**src/hdl/sha1_compression_core_defines.svh**
```systemverilog
// Assertion macros shared by the SHA-1 compression core.
`ifndef SHA1_COMPRESSION_CORE_DEFINES_SVH
`define SHA1_COMPRESSION_CORE_DEFINES_SVH

// The condition holds in the same cycle as the trigger.
`define SHA1C_ASSERT_NOW(label, trig, cond, msg) \
	label: assert property (@(posedge clk) disable iff (!arst_n) (trig) |-> (cond)) \
		else $error(msg);

// The condition holds in the cycle after the trigger.
`define SHA1C_ASSERT_NEXT(label, trig, cond, msg) \
	label: assert property (@(posedge clk) disable iff (!arst_n) (trig) |=> (cond)) \
		else $error(msg);

`endif

```
**src/hdl/sha1c_pkg.sv**
```systemverilog
// Shared types and constants of the SHA-1 compression core.
`default_nettype none
package sha1c_pkg;
	localparam int WORD_W     = 32;
	localparam int BLK_WORDS  = 16;
	localparam int IDX_W      = $clog2(BLK_WORDS);
	localparam int SLOTS      = 2;
	localparam int SLOT_W     = $clog2(SLOTS);
	localparam int CNT_W      = $clog2(SLOTS + 1);
	localparam int RAM_DEPTH  = SLOTS * BLK_WORDS;
	localparam int RAM_AW     = $clog2(RAM_DEPTH);
	localparam int ROUNDS     = 80;
	localparam int RND_W      = $clog2(ROUNDS);
	localparam int STAGE_LEN  = 20;
	localparam int HASH_WORDS = 5;
	localparam int OIDX_W     = 3;
	localparam int CFG_IDX_W  = 2;

	localparam logic [WORD_W-1:0] HASH_INIT [HASH_WORDS] = '{
		32'h67452301, 32'hEFCDAB89, 32'h98BADCFE, 32'h10325476, 32'hC3D2E1F0
	};
	localparam logic [WORD_W-1:0] K_RESET [4] = '{
		32'h5A827999, 32'h6ED9EBA1, 32'h8F1BBCDC, 32'hCA62C1D6
	};

	typedef enum logic [CFG_IDX_W-1:0] {
		REG_K0 = 2'd0,
		REG_K1 = 2'd1,
		REG_K2 = 2'd2,
		REG_K3 = 2'd3
	} reg_idx_t;

	typedef enum logic [1:0] {
		B_IDLE,
		B_ROUND,
		B_ADD
	} back_state_t;

	// Block flags: bit 0 is first, bit 1 is last.
	typedef struct packed {
		logic              en;
		logic [IDX_W-1:0]  idx;
		logic [WORD_W-1:0] data;
		logic              commit;
		logic [1:0]        flags;
	} bq_wr_t;

	typedef struct packed {
		logic             release_blk;
		logic [IDX_W-1:0] idx;
	} bq_rd_t;

	typedef struct packed {
		logic       avail;
		logic [1:0] flags;
	} bq_st_t;
endpackage
`default_nettype wire

```
**src/hdl/sha1_compression_core.sv**
```systemverilog
// SHA-1 compression core: one message word per item, up to five digest words per block.
// Words enter a two-block queue one per clock while not full; full means both slots are held.
// A block passes the round engine in steps (start, 80 rounds at one per cycle, hash add);
// the hash add of a last block waits while the digest buffer still holds unpopped words.
// The first digest word appears once the hash add of a last block has loaded the digest buffer.
// Reset loads the standard initial hash and round constants and empties both queues.
`default_nettype none
module sha1_compression_core (
	input  wire logic                                clk,
	input  wire logic                                arst_n,
	input  wire logic                                push,
	output logic                                     full,
	input  wire logic [sha1c_pkg::WORD_W-1:0]        message_word,
	input  wire logic                                first_block,
	input  wire logic                                last_block,
	output logic                                     empty,
	input  wire logic                                pop,
	output logic [sha1c_pkg::WORD_W-1:0]             digest_word,
	output logic [2:0]                               digest_index,
	output logic                                     digest_last,
	input  wire logic                                cfg_we,
	input  wire logic [sha1c_pkg::CFG_IDX_W-1:0]     cfg_index,
	input  wire logic [sha1c_pkg::WORD_W-1:0]        cfg_data
);
	sha1c_pkg::bq_wr_t           wr;
	sha1c_pkg::bq_rd_t           rd;
	sha1c_pkg::bq_st_t           st;
	logic [sha1c_pkg::WORD_W-1:0] rd_data;

	sha1c_front u_front (
		.clk         (clk),
		.arst_n      (arst_n),
		.push        (push),
		.full        (full),
		.message_word(message_word),
		.first_block (first_block),
		.last_block  (last_block),
		.wr          (wr)
	);

	sha1c_blkq u_blkq (
		.clk    (clk),
		.arst_n (arst_n),
		.wr     (wr),
		.full   (full),
		.rd     (rd),
		.st     (st),
		.rd_data(rd_data)
	);

	sha1c_back u_back (
		.clk         (clk),
		.arst_n      (arst_n),
		.st          (st),
		.rd_data     (rd_data),
		.rd          (rd),
		.cfg_we      (cfg_we),
		.cfg_index   (cfg_index),
		.cfg_data    (cfg_data),
		.empty       (empty),
		.pop         (pop),
		.digest_word (digest_word),
		.digest_index(digest_index),
		.digest_last (digest_last)
	);
endmodule
`default_nettype wire

```
**src/hdl/sha1c_ram.sv**
```systemverilog
// Generic simple dual-port RAM with registered read.
`default_nettype none
module sha1c_ram #(
	parameter int WIDTH = 32,
	parameter int DEPTH = 32
) (
	input  wire logic                     clk,
	input  wire logic                     we,
	input  wire logic [$clog2(DEPTH)-1:0] waddr,
	input  wire logic [WIDTH-1:0]         wdata,
	input  wire logic [$clog2(DEPTH)-1:0] raddr,
	output logic      [WIDTH-1:0]         rdata
);
	logic [WIDTH-1:0] mem_q [DEPTH];

	always_ff @(posedge clk) begin
		if (we) begin
			mem_q[waddr] <= wdata;
		end
		rdata <= mem_q[raddr];
	end
endmodule
`default_nettype wire

```
**src/hdl/sha1c_front.sv**
```systemverilog
// Input side: counts words within a block and collects the block flags.
`default_nettype none
module sha1c_front (
	input  wire logic                             clk,
	input  wire logic                             arst_n,
	input  wire logic                             push,
	input  wire logic                             full,
	input  wire logic [sha1c_pkg::WORD_W-1:0]     message_word,
	input  wire logic                             first_block,
	input  wire logic                             last_block,
	output sha1c_pkg::bq_wr_t                     wr
);
	logic [sha1c_pkg::IDX_W-1:0] word_cnt_q;
	logic [1:0]                  flags_q;
	logic                        accept;
	logic                        blk_end;
	logic [1:0]                  flags_all;

	assign accept    = push && !full;
	assign blk_end   = (word_cnt_q == sha1c_pkg::IDX_W'(sha1c_pkg::BLK_WORDS - 1));
	assign flags_all = flags_q | {last_block, first_block};

	always_comb begin
		wr.en     = accept;
		wr.idx    = word_cnt_q;
		wr.data   = message_word;
		wr.commit = accept && blk_end;
		wr.flags  = flags_all;
	end

	always_ff @(posedge clk or negedge arst_n) begin
		if (!arst_n) begin
			word_cnt_q <= '0;
			flags_q    <= '0;
		end else if (accept) begin
			word_cnt_q <= word_cnt_q + 1'b1;
			flags_q    <= blk_end ? 2'b00 : flags_all;
		end
	end
endmodule
`default_nettype wire

```
**src/hdl/sha1c_blkq.sv**
```systemverilog
// Two-block queue between the input side and the round engine.
`default_nettype none
`include "sha1_compression_core_defines.svh"
module sha1c_blkq (
	input  wire logic                         clk,
	input  wire logic                         arst_n,
	input  wire sha1c_pkg::bq_wr_t            wr,
	output logic                              full,
	input  wire sha1c_pkg::bq_rd_t            rd,
	output sha1c_pkg::bq_st_t                 st,
	output logic [sha1c_pkg::WORD_W-1:0]      rd_data
);
	logic [sha1c_pkg::SLOT_W-1:0] wr_slot_q;
	logic [sha1c_pkg::SLOT_W-1:0] rd_slot_q;
	logic [sha1c_pkg::CNT_W-1:0]  cnt_q;
	logic [1:0]                   flg_q [sha1c_pkg::SLOTS];

	assign full     = (cnt_q == sha1c_pkg::CNT_W'(sha1c_pkg::SLOTS));
	assign st.avail = (cnt_q != '0);
	assign st.flags = flg_q[rd_slot_q];

	sha1c_ram #(
		.WIDTH(sha1c_pkg::WORD_W),
		.DEPTH(sha1c_pkg::RAM_DEPTH)
	) u_ram (
		.clk  (clk),
		.we   (wr.en),
		.waddr({wr_slot_q, wr.idx}),
		.wdata(wr.data),
		.raddr({rd_slot_q, rd.idx}),
		.rdata(rd_data)
	);

	always_ff @(posedge clk or negedge arst_n) begin
		if (!arst_n) begin
			wr_slot_q <= '0;
			rd_slot_q <= '0;
			cnt_q     <= '0;
			for (int i = 0; i < sha1c_pkg::SLOTS; i++) begin
				flg_q[i] <= '0;
			end
		end else begin
			if (wr.commit) begin
				flg_q[wr_slot_q] <= wr.flags;
				wr_slot_q        <= wr_slot_q + 1'b1;
			end
			if (rd.release_blk) begin
				rd_slot_q <= rd_slot_q + 1'b1;
			end
			if (wr.commit && !rd.release_blk) begin
				cnt_q <= cnt_q + 1'b1;
			end else if (!wr.commit && rd.release_blk) begin
				cnt_q <= cnt_q - 1'b1;
			end
		end
	end

	`SHA1C_ASSERT_NOW(a_cnt_max, 1'b1, cnt_q <= sha1c_pkg::CNT_W'(sha1c_pkg::SLOTS), "block queue overfilled")
	`SHA1C_ASSERT_NOW(a_rel_nonempty, rd.release_blk, cnt_q != '0, "release of an empty block queue")
	`SHA1C_ASSERT_NOW(a_no_write_full, wr.en, !full, "word written into a full block queue")
endmodule
`default_nettype wire

```
**src/hdl/sha1c_back.sv**
```systemverilog
// Round engine: schedule expansion, 80 rounds, hash update and digest buffer.
`default_nettype none
`include "sha1_compression_core_defines.svh"
module sha1c_back (
	input  wire logic                                clk,
	input  wire logic                                arst_n,
	input  wire sha1c_pkg::bq_st_t                   st,
	input  wire logic [sha1c_pkg::WORD_W-1:0]        rd_data,
	output sha1c_pkg::bq_rd_t                        rd,
	input  wire logic                                cfg_we,
	input  wire logic [sha1c_pkg::CFG_IDX_W-1:0]     cfg_index,
	input  wire logic [sha1c_pkg::WORD_W-1:0]        cfg_data,
	output logic                                     empty,
	input  wire logic                                pop,
	output logic [sha1c_pkg::WORD_W-1:0]             digest_word,
	output logic [2:0]                               digest_index,
	output logic                                     digest_last
);
	localparam int W = sha1c_pkg::WORD_W;
	localparam int N = sha1c_pkg::HASH_WORDS;

	sha1c_pkg::back_state_t state_q, state_d;

	logic [W-1:0] k_q    [4];
	logic [W-1:0] hash_q [N];
	logic [W-1:0] v_q    [N];
	logic [W-1:0] w_q    [sha1c_pkg::BLK_WORDS];
	logic [W-1:0] dg_q   [N];
	logic [sha1c_pkg::RND_W-1:0]  rnd_q;
	logic [sha1c_pkg::OIDX_W-1:0] oidx_q;
	logic                         busy_q;

	logic         start;
	logic         finish;
	logic         load_out;
	logic [W-1:0] w_exp;
	logic [W-1:0] w_t;
	logic [W-1:0] f_val;
	logic [W-1:0] k_sel;
	logic [W-1:0] t_val;
	logic [W-1:0] sum [N];

	// Next state.
	always_comb begin
		state_d = state_q;
		unique case (state_q)
			sha1c_pkg::B_IDLE: begin
				if (st.avail) state_d = sha1c_pkg::B_ROUND;
			end
			sha1c_pkg::B_ROUND: begin
				if (rnd_q == sha1c_pkg::RND_W'(sha1c_pkg::ROUNDS - 1)) state_d = sha1c_pkg::B_ADD;
			end
			sha1c_pkg::B_ADD: begin
				if (!(st.flags[1] && busy_q)) state_d = sha1c_pkg::B_IDLE;
			end
			default: state_d = sha1c_pkg::B_IDLE;
		endcase
	end

	// Control strobes.
	always_comb begin
		start          = 1'b0;
		finish         = 1'b0;
		load_out       = 1'b0;
		rd.release_blk = 1'b0;
		rd.idx         = '0;
		unique case (state_q)
			sha1c_pkg::B_IDLE: begin
				start = st.avail;
			end
			sha1c_pkg::B_ROUND: begin
				// The RAM read is registered, so fetch the word for the next round.
				rd.idx = rnd_q[sha1c_pkg::IDX_W-1:0] + 1'b1;
			end
			sha1c_pkg::B_ADD: begin
				finish         = !(st.flags[1] && busy_q);
				load_out       = finish && st.flags[1];
				rd.release_blk = finish;
			end
			default: begin
				start = 1'b0;
			end
		endcase
	end

	assign w_exp = {w_q[13][W-2:0] ^ w_q[8][W-2:0] ^ w_q[2][W-2:0] ^ w_q[0][W-2:0],
		w_q[13][W-1] ^ w_q[8][W-1] ^ w_q[2][W-1] ^ w_q[0][W-1]};
	assign w_t   = (rnd_q < sha1c_pkg::RND_W'(sha1c_pkg::BLK_WORDS)) ? rd_data : w_exp;

	always_comb begin
		if (rnd_q < sha1c_pkg::RND_W'(sha1c_pkg::STAGE_LEN)) begin
			f_val = (v_q[1] & v_q[2]) | (~v_q[1] & v_q[3]);
			k_sel = k_q[0];
		end else if (rnd_q < sha1c_pkg::RND_W'(2 * sha1c_pkg::STAGE_LEN)) begin
			f_val = v_q[1] ^ v_q[2] ^ v_q[3];
			k_sel = k_q[1];
		end else if (rnd_q < sha1c_pkg::RND_W'(3 * sha1c_pkg::STAGE_LEN)) begin
			f_val = (v_q[1] & v_q[2]) | (v_q[1] & v_q[3]) | (v_q[2] & v_q[3]);
			k_sel = k_q[2];
		end else begin
			f_val = v_q[1] ^ v_q[2] ^ v_q[3];
			k_sel = k_q[3];
		end
	end

	assign t_val = {v_q[0][W-6:0], v_q[0][W-1:W-5]} + f_val + v_q[4] + k_sel + w_t;

	always_comb begin
		for (int i = 0; i < N; i++) begin
			sum[i] = hash_q[i] + v_q[i];
		end
	end

	always_ff @(posedge clk or negedge arst_n) begin
		if (!arst_n) begin
			state_q <= sha1c_pkg::B_IDLE;
			rnd_q   <= '0;
			oidx_q  <= '0;
			busy_q  <= 1'b0;
			for (int i = 0; i < 4; i++) begin
				k_q[i] <= sha1c_pkg::K_RESET[i];
			end
			for (int i = 0; i < N; i++) begin
				hash_q[i] <= sha1c_pkg::HASH_INIT[i];
				v_q[i]    <= '0;
			end
		end else begin
			state_q <= state_d;
			if (cfg_we) begin
				unique case (sha1c_pkg::reg_idx_t'(cfg_index))
					sha1c_pkg::REG_K0: k_q[0] <= cfg_data;
					sha1c_pkg::REG_K1: k_q[1] <= cfg_data;
					sha1c_pkg::REG_K2: k_q[2] <= cfg_data;
					sha1c_pkg::REG_K3: k_q[3] <= cfg_data;
					default: k_q[0] <= k_q[0];
				endcase
			end
			if (start) begin
				rnd_q <= '0;
				for (int i = 0; i < N; i++) begin
					if (st.flags[0]) begin
						hash_q[i] <= sha1c_pkg::HASH_INIT[i];
						v_q[i]    <= sha1c_pkg::HASH_INIT[i];
					end else begin
						v_q[i] <= hash_q[i];
					end
				end
			end else if (state_q == sha1c_pkg::B_ROUND) begin
				rnd_q  <= rnd_q + 1'b1;
				v_q[0] <= t_val;
				v_q[1] <= v_q[0];
				v_q[2] <= {v_q[1][1:0], v_q[1][W-1:2]};
				v_q[3] <= v_q[2];
				v_q[4] <= v_q[3];
			end
			if (finish) begin
				for (int i = 0; i < N; i++) begin
					hash_q[i] <= sum[i];
				end
			end
			if (load_out) begin
				busy_q <= 1'b1;
				oidx_q <= '0;
			end else if (pop && busy_q) begin
				if (oidx_q == sha1c_pkg::OIDX_W'(N - 1)) begin
					busy_q <= 1'b0;
				end
				oidx_q <= oidx_q + 1'b1;
			end
		end
	end

	// Schedule window and digest buffer hold payload only.
	always_ff @(posedge clk) begin
		if (state_q == sha1c_pkg::B_ROUND) begin
			for (int i = 0; i < sha1c_pkg::BLK_WORDS - 1; i++) begin
				w_q[i] <= w_q[i + 1];
			end
			w_q[sha1c_pkg::BLK_WORDS - 1] <= w_t;
		end
		if (load_out) begin
			for (int i = 0; i < N; i++) begin
				dg_q[i] <= sum[i];
			end
		end
	end

	assign empty        = !busy_q;
	assign digest_word  = dg_q[oidx_q];
	assign digest_index = oidx_q;
	assign digest_last  = (oidx_q == sha1c_pkg::OIDX_W'(N - 1));

	`SHA1C_ASSERT_NOW(a_rnd_range, state_q == sha1c_pkg::B_ROUND, rnd_q < sha1c_pkg::RND_W'(sha1c_pkg::ROUNDS), "round counter out of range")
	`SHA1C_ASSERT_NOW(a_oidx_range, busy_q, oidx_q < sha1c_pkg::OIDX_W'(N), "digest index out of range")
	`SHA1C_ASSERT_NEXT(a_out_hold, busy_q && !pop, busy_q && $stable(oidx_q), "digest word dropped without pop")
endmodule
`default_nettype wire
```
**config.mk**
```make
export PLATFORM = sky130hd
export DESIGN_NAME = sha1_compression_core
export DESIGN_NICKNAME = d
export VERILOG_FILES = /design/src/hdl/sha1c_pkg.sv /design/src/hdl/sha1_compression_core.sv /design/src/hdl/sha1c_ram.sv /design/src/hdl/sha1c_front.sv /design/src/hdl/sha1c_blkq.sv /design/src/hdl/sha1c_back.sv
export VERILOG_INCLUDE_DIRS = /design/src /design/src/hdl
export SDC_FILE = /design/constraint.sdc
export NUM_CORES = 2
export LEC_CHECK = 0
export ABC_AREA = 1
export ABC_CLOCK_PERIOD_IN_PS = 19800
export BUFFER_PORTS_ARGS = -buffer_cell sky130_fd_sc_hd__buf_2
export CAP_MARGIN = 0
export CORE_MARGIN = 4
export CORE_UTILIZATION = 25
export DETAILED_ROUTE_END_ITERATION = 12
export PLACE_DENSITY = 0.48
export SLEW_MARGIN = 20
export SYNTH_ARGS = -nofsm -noshare
export SYNTH_HDL_FRONTEND = slang
export SYNTH_HIERARCHICAL = 1
export SYNTH_SLANG_ARGS = --single-unit
```
**constraint.sdc**
```tcl
create_clock -name clk -period 19.8 [get_ports clk]
set_input_delay 1.98 -clock clk [delete_from_list [all_inputs] [get_ports clk]]
set_output_delay 1.98 -clock clk [all_outputs]
set_load 0.005 [all_outputs]
```
# Word-level counts from Yosys, hierarchy flattened
# Memory sizes are Yosys's and may differ from the RTL's. A register that Yosys moved wholly into a read port is not among the register bits.
# Cells that the tools add are included.
dict set report word_totals {
  ff_bits 475
  ram_bits 1696
  in_bits 73
  output_inout_bits 38
  wordCells 156
  n_memories 3
}
# memory depth width rd rd_ports_with_merged_regs wr line_no
set memory_table {}
lappend memory_table {u_blkq.u_ram.mem_q 32 32 1 1 1 sha1c_ram.sv:14} ;# logic [WIDTH-1:0] mem_q [DEPTH];
lappend memory_table {u_back.w_q 16 32 16 0 16 sha1c_back.sv:27} ;# logic [W-1:0] w_q [sha1c_pkg::BLK_WORDS];
lappend memory_table {u_back.dg_q 5 32 1 0 5 sha1c_back.sv:28} ;# logic [W-1:0] dg_q [N];
dict set report classes {
  add_sub_neg 17
  order_cmp 7
  eq_ne 12
  n_mux 46
  bitwise 19
  reduce_logical 27
}
# cell n
set op_table {}
lappend op_table {{160-bit two-way mux} 4}
lappend op_table {{32-bit two-way mux} 12}
lappend op_table {{32-bit adder} 9}
lappend op_table {{32-bit AND} 4}
lappend op_table {{32-bit OR} 3}
lappend op_table {{31-bit XOR} 3}
lappend op_table {{32-bit XOR} 2}
lappend op_table {{32-bit NOT} 1}
lappend op_table {{2-bit two-way mux} 10}
lappend op_table {{7-bit by 5-bit < comparator with 1-bit output, second input constant} 2}
lappend op_table {{7-bit by 6-bit < comparator with 1-bit output, second input constant} 2}
lappend op_table {{7-bit two-way mux} 2}
lappend op_table {{1-bit two-way mux} 12}
lappend op_table {{2-bit nonzero test} 6}
lappend op_table {{2-bit AND reduction} 5}
lappend op_table {{4-bit by 1-bit adder with 4-bit output, second input constant} 2}
lappend op_table {{2-bit equality test, second input constant} 4}
lappend op_table {{1-bit logical AND} 8}
lappend op_table {{7-bit by 1-bit adder with 7-bit output, second input constant} 1}
lappend op_table {{7-bit equality test, second input constant} 1}
lappend op_table {{3-bit two-way mux} 2}
lappend op_table {{2-bit case mux with 3 select lines} 1}
lappend op_table {{1-bit logical NOT} 5}
lappend op_table {{4-bit bitwise mux} 1}
lappend op_table {{18 further kinds} 26}

# Depth between registers and ports, before layout
dict set report logic_depth {
  depth_word 12
  mapped_depth 30
  ltp_nobuf 30
}

# Cells and area by module
# The synthesis kept the hierarchy.
# module instances cells_each area_each_um2 seq_area_each_um2
set by_module_without_submodules {}
lappend by_module_without_submodules {sha1c_back 1 5898 58330.9 31900.6}
lappend by_module_without_submodules {sha1c_ram 1 3536 42405.7 31390.1}
lappend by_module_without_submodules {sha1c_front 1 69 558.0 150.1}
lappend by_module_without_submodules {sha1c_blkq 1 40 370.4 200.2}

# Worst setup path after synthesis
# No wires, ideal clock.
dict set report synth_timing {
  kind {register to register}
  from {register u_back.state_q[1]}
  to {register u_back/v_q[113] (netlist bit)}
  setup_time_ns 0.769
  arrival_ns 16.004
  t_required_ns 19.031
  setup_slack_ns 3.027
  stages_incl_launch_ff 4
  path_buffers 1
  period_less_slack_ns 16.773
  cell_sequence {dfrtp_1 nor2_2 clkbuf_1 a221oi_1}
}
dict set report synth_between {
  elab_chain_cells 3
  elab_cells_between_ends 5
}
# element line_no
set synth_lines {}
lappend synth_lines {{start: declaration} sha1c_back.sv:22} ;# sha1c_pkg::back_state_t state_q, state_d;
lappend synth_lines {{start signal: assignment} sha1c_back.sv:116} ;# state_q <= sha1c_pkg::B_IDLE;
lappend synth_lines {{start signal: assignment} sha1c_back.sv:128} ;# state_q <= state_d;
lappend synth_lines {{2-bit logical NOT} sha1c_back.sv:67} ;# unique case (state_q)
lappend synth_lines {{1-bit two-way mux} sha1c_back.sv:67}
lappend synth_lines {{160-bit two-way mux or 2-bit nonzero test (tied branches)} n/a}
lappend synth_lines {{end signal: indexed assignment} sha1c_back.sv:143} ;# v_q[i] <= sha1c_pkg::HASH_INIT[i];
lappend synth_lines {{end signal: indexed assignment} sha1c_back.sv:145} ;# v_q[i] <= hash_q[i];
lappend synth_lines {{end: declaration} sha1c_back.sv:26} ;# logic [W-1:0] v_q [N];
# Parallel ways exist; a longest one is shown, timed or not.
# A chain may end at the register's enable or synchronous reset.

# Worst setup path in the final report
dict set report layout_timing {
  from {register u_back/rnd_q[4] (netlist bit)}
  to {register u_back/v_q[147] (netlist bit)}
}
dict set report layout_between {
  elab_chain_cells 10
  elab_cells_between_ends 17
}
# element line_no
set layout_lines {}
lappend layout_lines {{start: declaration} sha1c_back.sv:29} ;# logic [sha1c_pkg::RND_W-1:0] rnd_q;
lappend layout_lines {{start signal: assignment} sha1c_back.sv:149} ;# rnd_q <= rnd_q + 1'b1;
lappend layout_lines {{7-bit by 6-bit < comparator with 1-bit output} sha1c_back.sv:97} ;# end else if (rnd_q < sha1c_pkg::RND_W'(3 * sha1c_pkg::STAGE_LEN)) begin
lappend layout_lines {{32-bit two-way mux} sha1c_back.sv:97}
lappend layout_lines {{32-bit two-way mux} sha1c_back.sv:94} ;# end else if (rnd_q < sha1c_pkg::RND_W'(2 * sha1c_pkg::STAGE_LEN)) begin
lappend layout_lines {{32-bit two-way mux} sha1c_back.sv:91} ;# if (rnd_q < sha1c_pkg::RND_W'(sha1c_pkg::STAGE_LEN)) begin
lappend layout_lines {{32-bit adder (3 in series)} sha1c_back.sv:106} ;# assign t_val = {v_q[0][W-6:0], v_q[0][W-1:W-5]} + f_val + v_q[4] + k_sel + w_t;
lappend layout_lines {{32-bit adder (*)} sha1c_back.sv:106}
lappend layout_lines {{160-bit two-way mux (*)} sha1c_back.sv:148} ;# end else if (state_q == sha1c_pkg::B_ROUND) begin
lappend layout_lines {{160-bit two-way mux (*)} sha1c_back.sv:138} ;# if (start) begin
# Every way passes the cells marked *; elsewhere a longest branch is shown, timed or not. The select of a mux whose other input is x is not followed.

==> impl_metrics.py <==
metrics = {
    "synth": {
        "synth_common_cells": "2571 x nand2_1, 1696 x edfxtp_1, 1018 x nand3_1",
        "synth_fp_nets": 9939,
        "synth-async-reset-ratio_pct": 21.6,
        "synth_edf_count": 1696,
        "yosysMostFrequentCell": "nand2_1",
        "synth-warning-count": 6,
        "ys_dominant_reg_cell": "edfxtp_1",
        "synth_area_leaders": "edfxtp_1 50%, nand2_1 9.5%, dfrtp_1 8.0%",
        "synth_area_sq_um": 102000,
        "synth.top_cell.area_share_pct": 50.1,
        "synth_seq_cells": 2203,
        "yosysSeqAreaShare_pct": 62.6,
        "yosysTopAreaCell": "edfxtp_1",
        "synthCells": 9543,
        "ys_types": 68,
        "syn_area_per_cell_sq_um": 10.7,
    },
    "global_route": {
        "grt_pass1_wl_um": 517000,
        "grt_overflow": 0,
        "grt_start_max_net_pins": 184,
        "grt_use_total_pct": 17.0,
        "antenna_found_initial": 38,
        "grt_pass1_vias": 67700,
    },
    "sta": {
        "fin_setup_tns_ns": 0,
        "fin_crit_sh_pct": 31.0,
        "maxSlewHeadroom_pct": 15.9,
        "fmax_ghz": 0.163,
        "drv_slew": 0,
        "period_minus_slack_ns": 6.13,
        "worstMarginPinSlew_ns": 1.25,
        "hold_viol_final": 0,
        "setup_viol": 0,
        "skew_ns": 0.153,
        "grt_setup_unrepaired": "false",
    },
    "die": {
        "dieArea_sq_um": 417000,
        "dieWidth_um": 646,
        "initial_core_util_pct": 25.2,
        "io_pins": 111,
        "core_region_area_sq_um": 404000,
        "rows": 233,
        "die_h_um": 646,
    },
    "clocking": {
        "clock_sinks": 2203,
        "postCtsSetupBuffers": 0,
        "clk-insertion-delay-late_ns": 0.96,
        "cts_root_buf": "clkbuf_16",
        "cts_buffer_depth": 4,
        "cts_tree": "yes",
        "hold_buffers": 0,
        "path_clk_slew_ns": 0.06,
        "post_cts_resized": 0,
        "cts_made_buffers": 235,
        "htree_levels": 4,
    },
    "cells_and_area": {
        "areaGrowthSynthToFinish_pct": 13.5,
        "nets": 9936,
        "final_cells": 15200,
        "drive_gt1_share_pct": 9.39,
    },
    "setup_path": {
        "path_buf_inv": 9,
        "worst_setup_path_start_kind": "flop",
        "path_delay_family": "buffers and inverters",
        "worstPathMaxFanout": 33,
        "cp_data_required_time_ns": 20.46,
        "cp.arrival_ns": 6.79,
        "crit_path_top_delay_cell": "fa_1",
        "critPathCaptureType": "flop",
        "crit_type": "flop to flop",
        "slowest_delay_ns": 0.59,
    },
    "place": {
        "port_buffers": 110,
        "gp_congestion": 0.952,
        "place.detailed.hpwl_um": 239000,
        "placed_cells": 14700,
    },
    "drt": {
        "vias": 70800,
        "drt-initial-drc-count": 7598,
        "drt-total-wl_um": 367000,
        "viasPerCell": 4.67,
        "post-route-drc-count": 0,
        "drtPass1Iterations": 6,
        "antenna_left": 0,
        "wl_per_cell_um": 24.2,
    },
    "status": {
        "status": "complete, no violations",
    },
    "flow_run": {
        "max_cap_violations": 0,
    },
    "worst_hold_path": {
        "hold_path.class": "flop to flop",
    },
}
placed cells by master (no fill, tap or decap), types with 19 or more instances in the layout:
| cell | n |
|---|---|
| a21o_1 | 22 |
| o21ai_0 | 553 |
| o21bai_1 | 35 |
| edfxtp_1 | 1696 |
| dfrtp_1 | 324 |
| a311oi_1 | 25 |
| dfstp_2 | 148 |
| inv_1 | 726 |
| a22oi_1 | 22 |
| a21oi_1 | 344 |
| o211ai_1 | 23 |
| xnor2_1 | 101 |
| or2_2 | 36 |
| and2_1 | 23 |
| o21ai_1 | 36 |
| a31oi_1 | 54 |
| nand2_1 | 2569 |
| fa_1 | 129 |
| clkinv_2 | 50 |
| clkbuf_8 | 22 |
| nor3_1 | 34 |
| xor2_1 | 95 |
| nand2_2 | 19 |
| dfxtp_1 | 32 |
| clkinv_1 | 35 |
| o31ai_1 | 38 |
| buf_2 | 109 |
| a221oi_1 | 24 |
| clkbuf_16 | 237 |
| nor2_1 | 455 |
| buf_4 | 103 |
| ha_1 | 194 |
| nand3_1 | 1013 |
| nand4_1 | 33 |
| nor2_4 | 42 |
| clkbuf_1 | 57 |
| o221ai_1 | 64 |
metrics by stage:
stage / hold WS [ns] / setup slack [ns] / area, sq um / util, %
2_1_floorplan: 0.400 / 3.03 / 102000 / -
3_3_place_gp: 0.400 / 13.83 / 108000 / 26.6
3_5_place_dp: 0.405 / 13.84 / 108000 / 26.6
4_1_cts: 0.355 / 13.63 / 115000 / 28.5
5_1_grt: 0.366 / 13.22 / 115000 / 28.5
6_report: 0.355 / 13.67 / 115000 / 28.5
state kept, by name, indices dropped and copies added, names as in the netlist:
signal and flops:
u_back/state_q 2, u_back/dg_q 160, u_blkq/u_ram/mem_q 1024, u_back/k_q 128, u_blkq/flg_q 4, u_blkq/wr_slot_q 1
u_back/rnd_q 7, u_blkq/u_ram/rdata 32, u_back/digest_index 3, u_back/v_q 160, u_back/busy_q 1, u_blkq/cnt_q 2
u_blkq/rd_slot_q 1, u_back/w_q 512, u_back/hash_q 160, u_front/word_cnt_q 4, u_front/flags_q 2
logic make-up after synthesis:
family          after synthesis  share of synthesized area [%]
mux                           5                         0.0517
flops                      2203                           62.6
compound gates             1313                           7.58
buf+inv                    1208                           5.35
fa+ha+maj                   323                           4.93
simple gates               4283                           17.6
xor+xnor                    208                           1.88
final cells by class:
type	instances	area [sq um]
repair buffers	220	1470
clock buffers	316	6450
well taps	5405	6760
diodes	10	25.0
inverters	748	2850
clock inverters	123	1210
multi-input cells	6132	32900
fillers	42400	289000
flip-flops and latches	2203	63600
final timing paths:
path                                    from  slack (ns)  cells after the start                  to
setup reg to reg             u_back/rnd_q[4]       13.67                     29     u_back/v_q[147]
setup / recovery             u_back/rnd_q[4]       13.67                     29     u_back/v_q[147]
hold reg to reg            u_back/w_q[1][38]        0.36                      0    u_back/w_q[1][6]
hold / removal             u_back/w_q[1][38]        0.36                      0    u_back/w_q[1][6]
max in group asynchronous             arst_n       16.50                      3  u_back/hash_q[101]
min in group asynchronous             arst_n        1.17                      1      u_back/v_q[75]
layer usage:
metal	GRT usage, %	up-vias	wire length, um	share of wire, %
met4	5.72	12	13400	3.6
met3	2.85	489	23400	6.4
li1	-	32600	-	-
met5	0	-	71	0.019
met2	26.9	2197	167000	45
met1	23.7	35500	164000	45
Power is not shown: default switching activity piles up to over one toggle a cycle in this logic, so the estimate is an artifact.
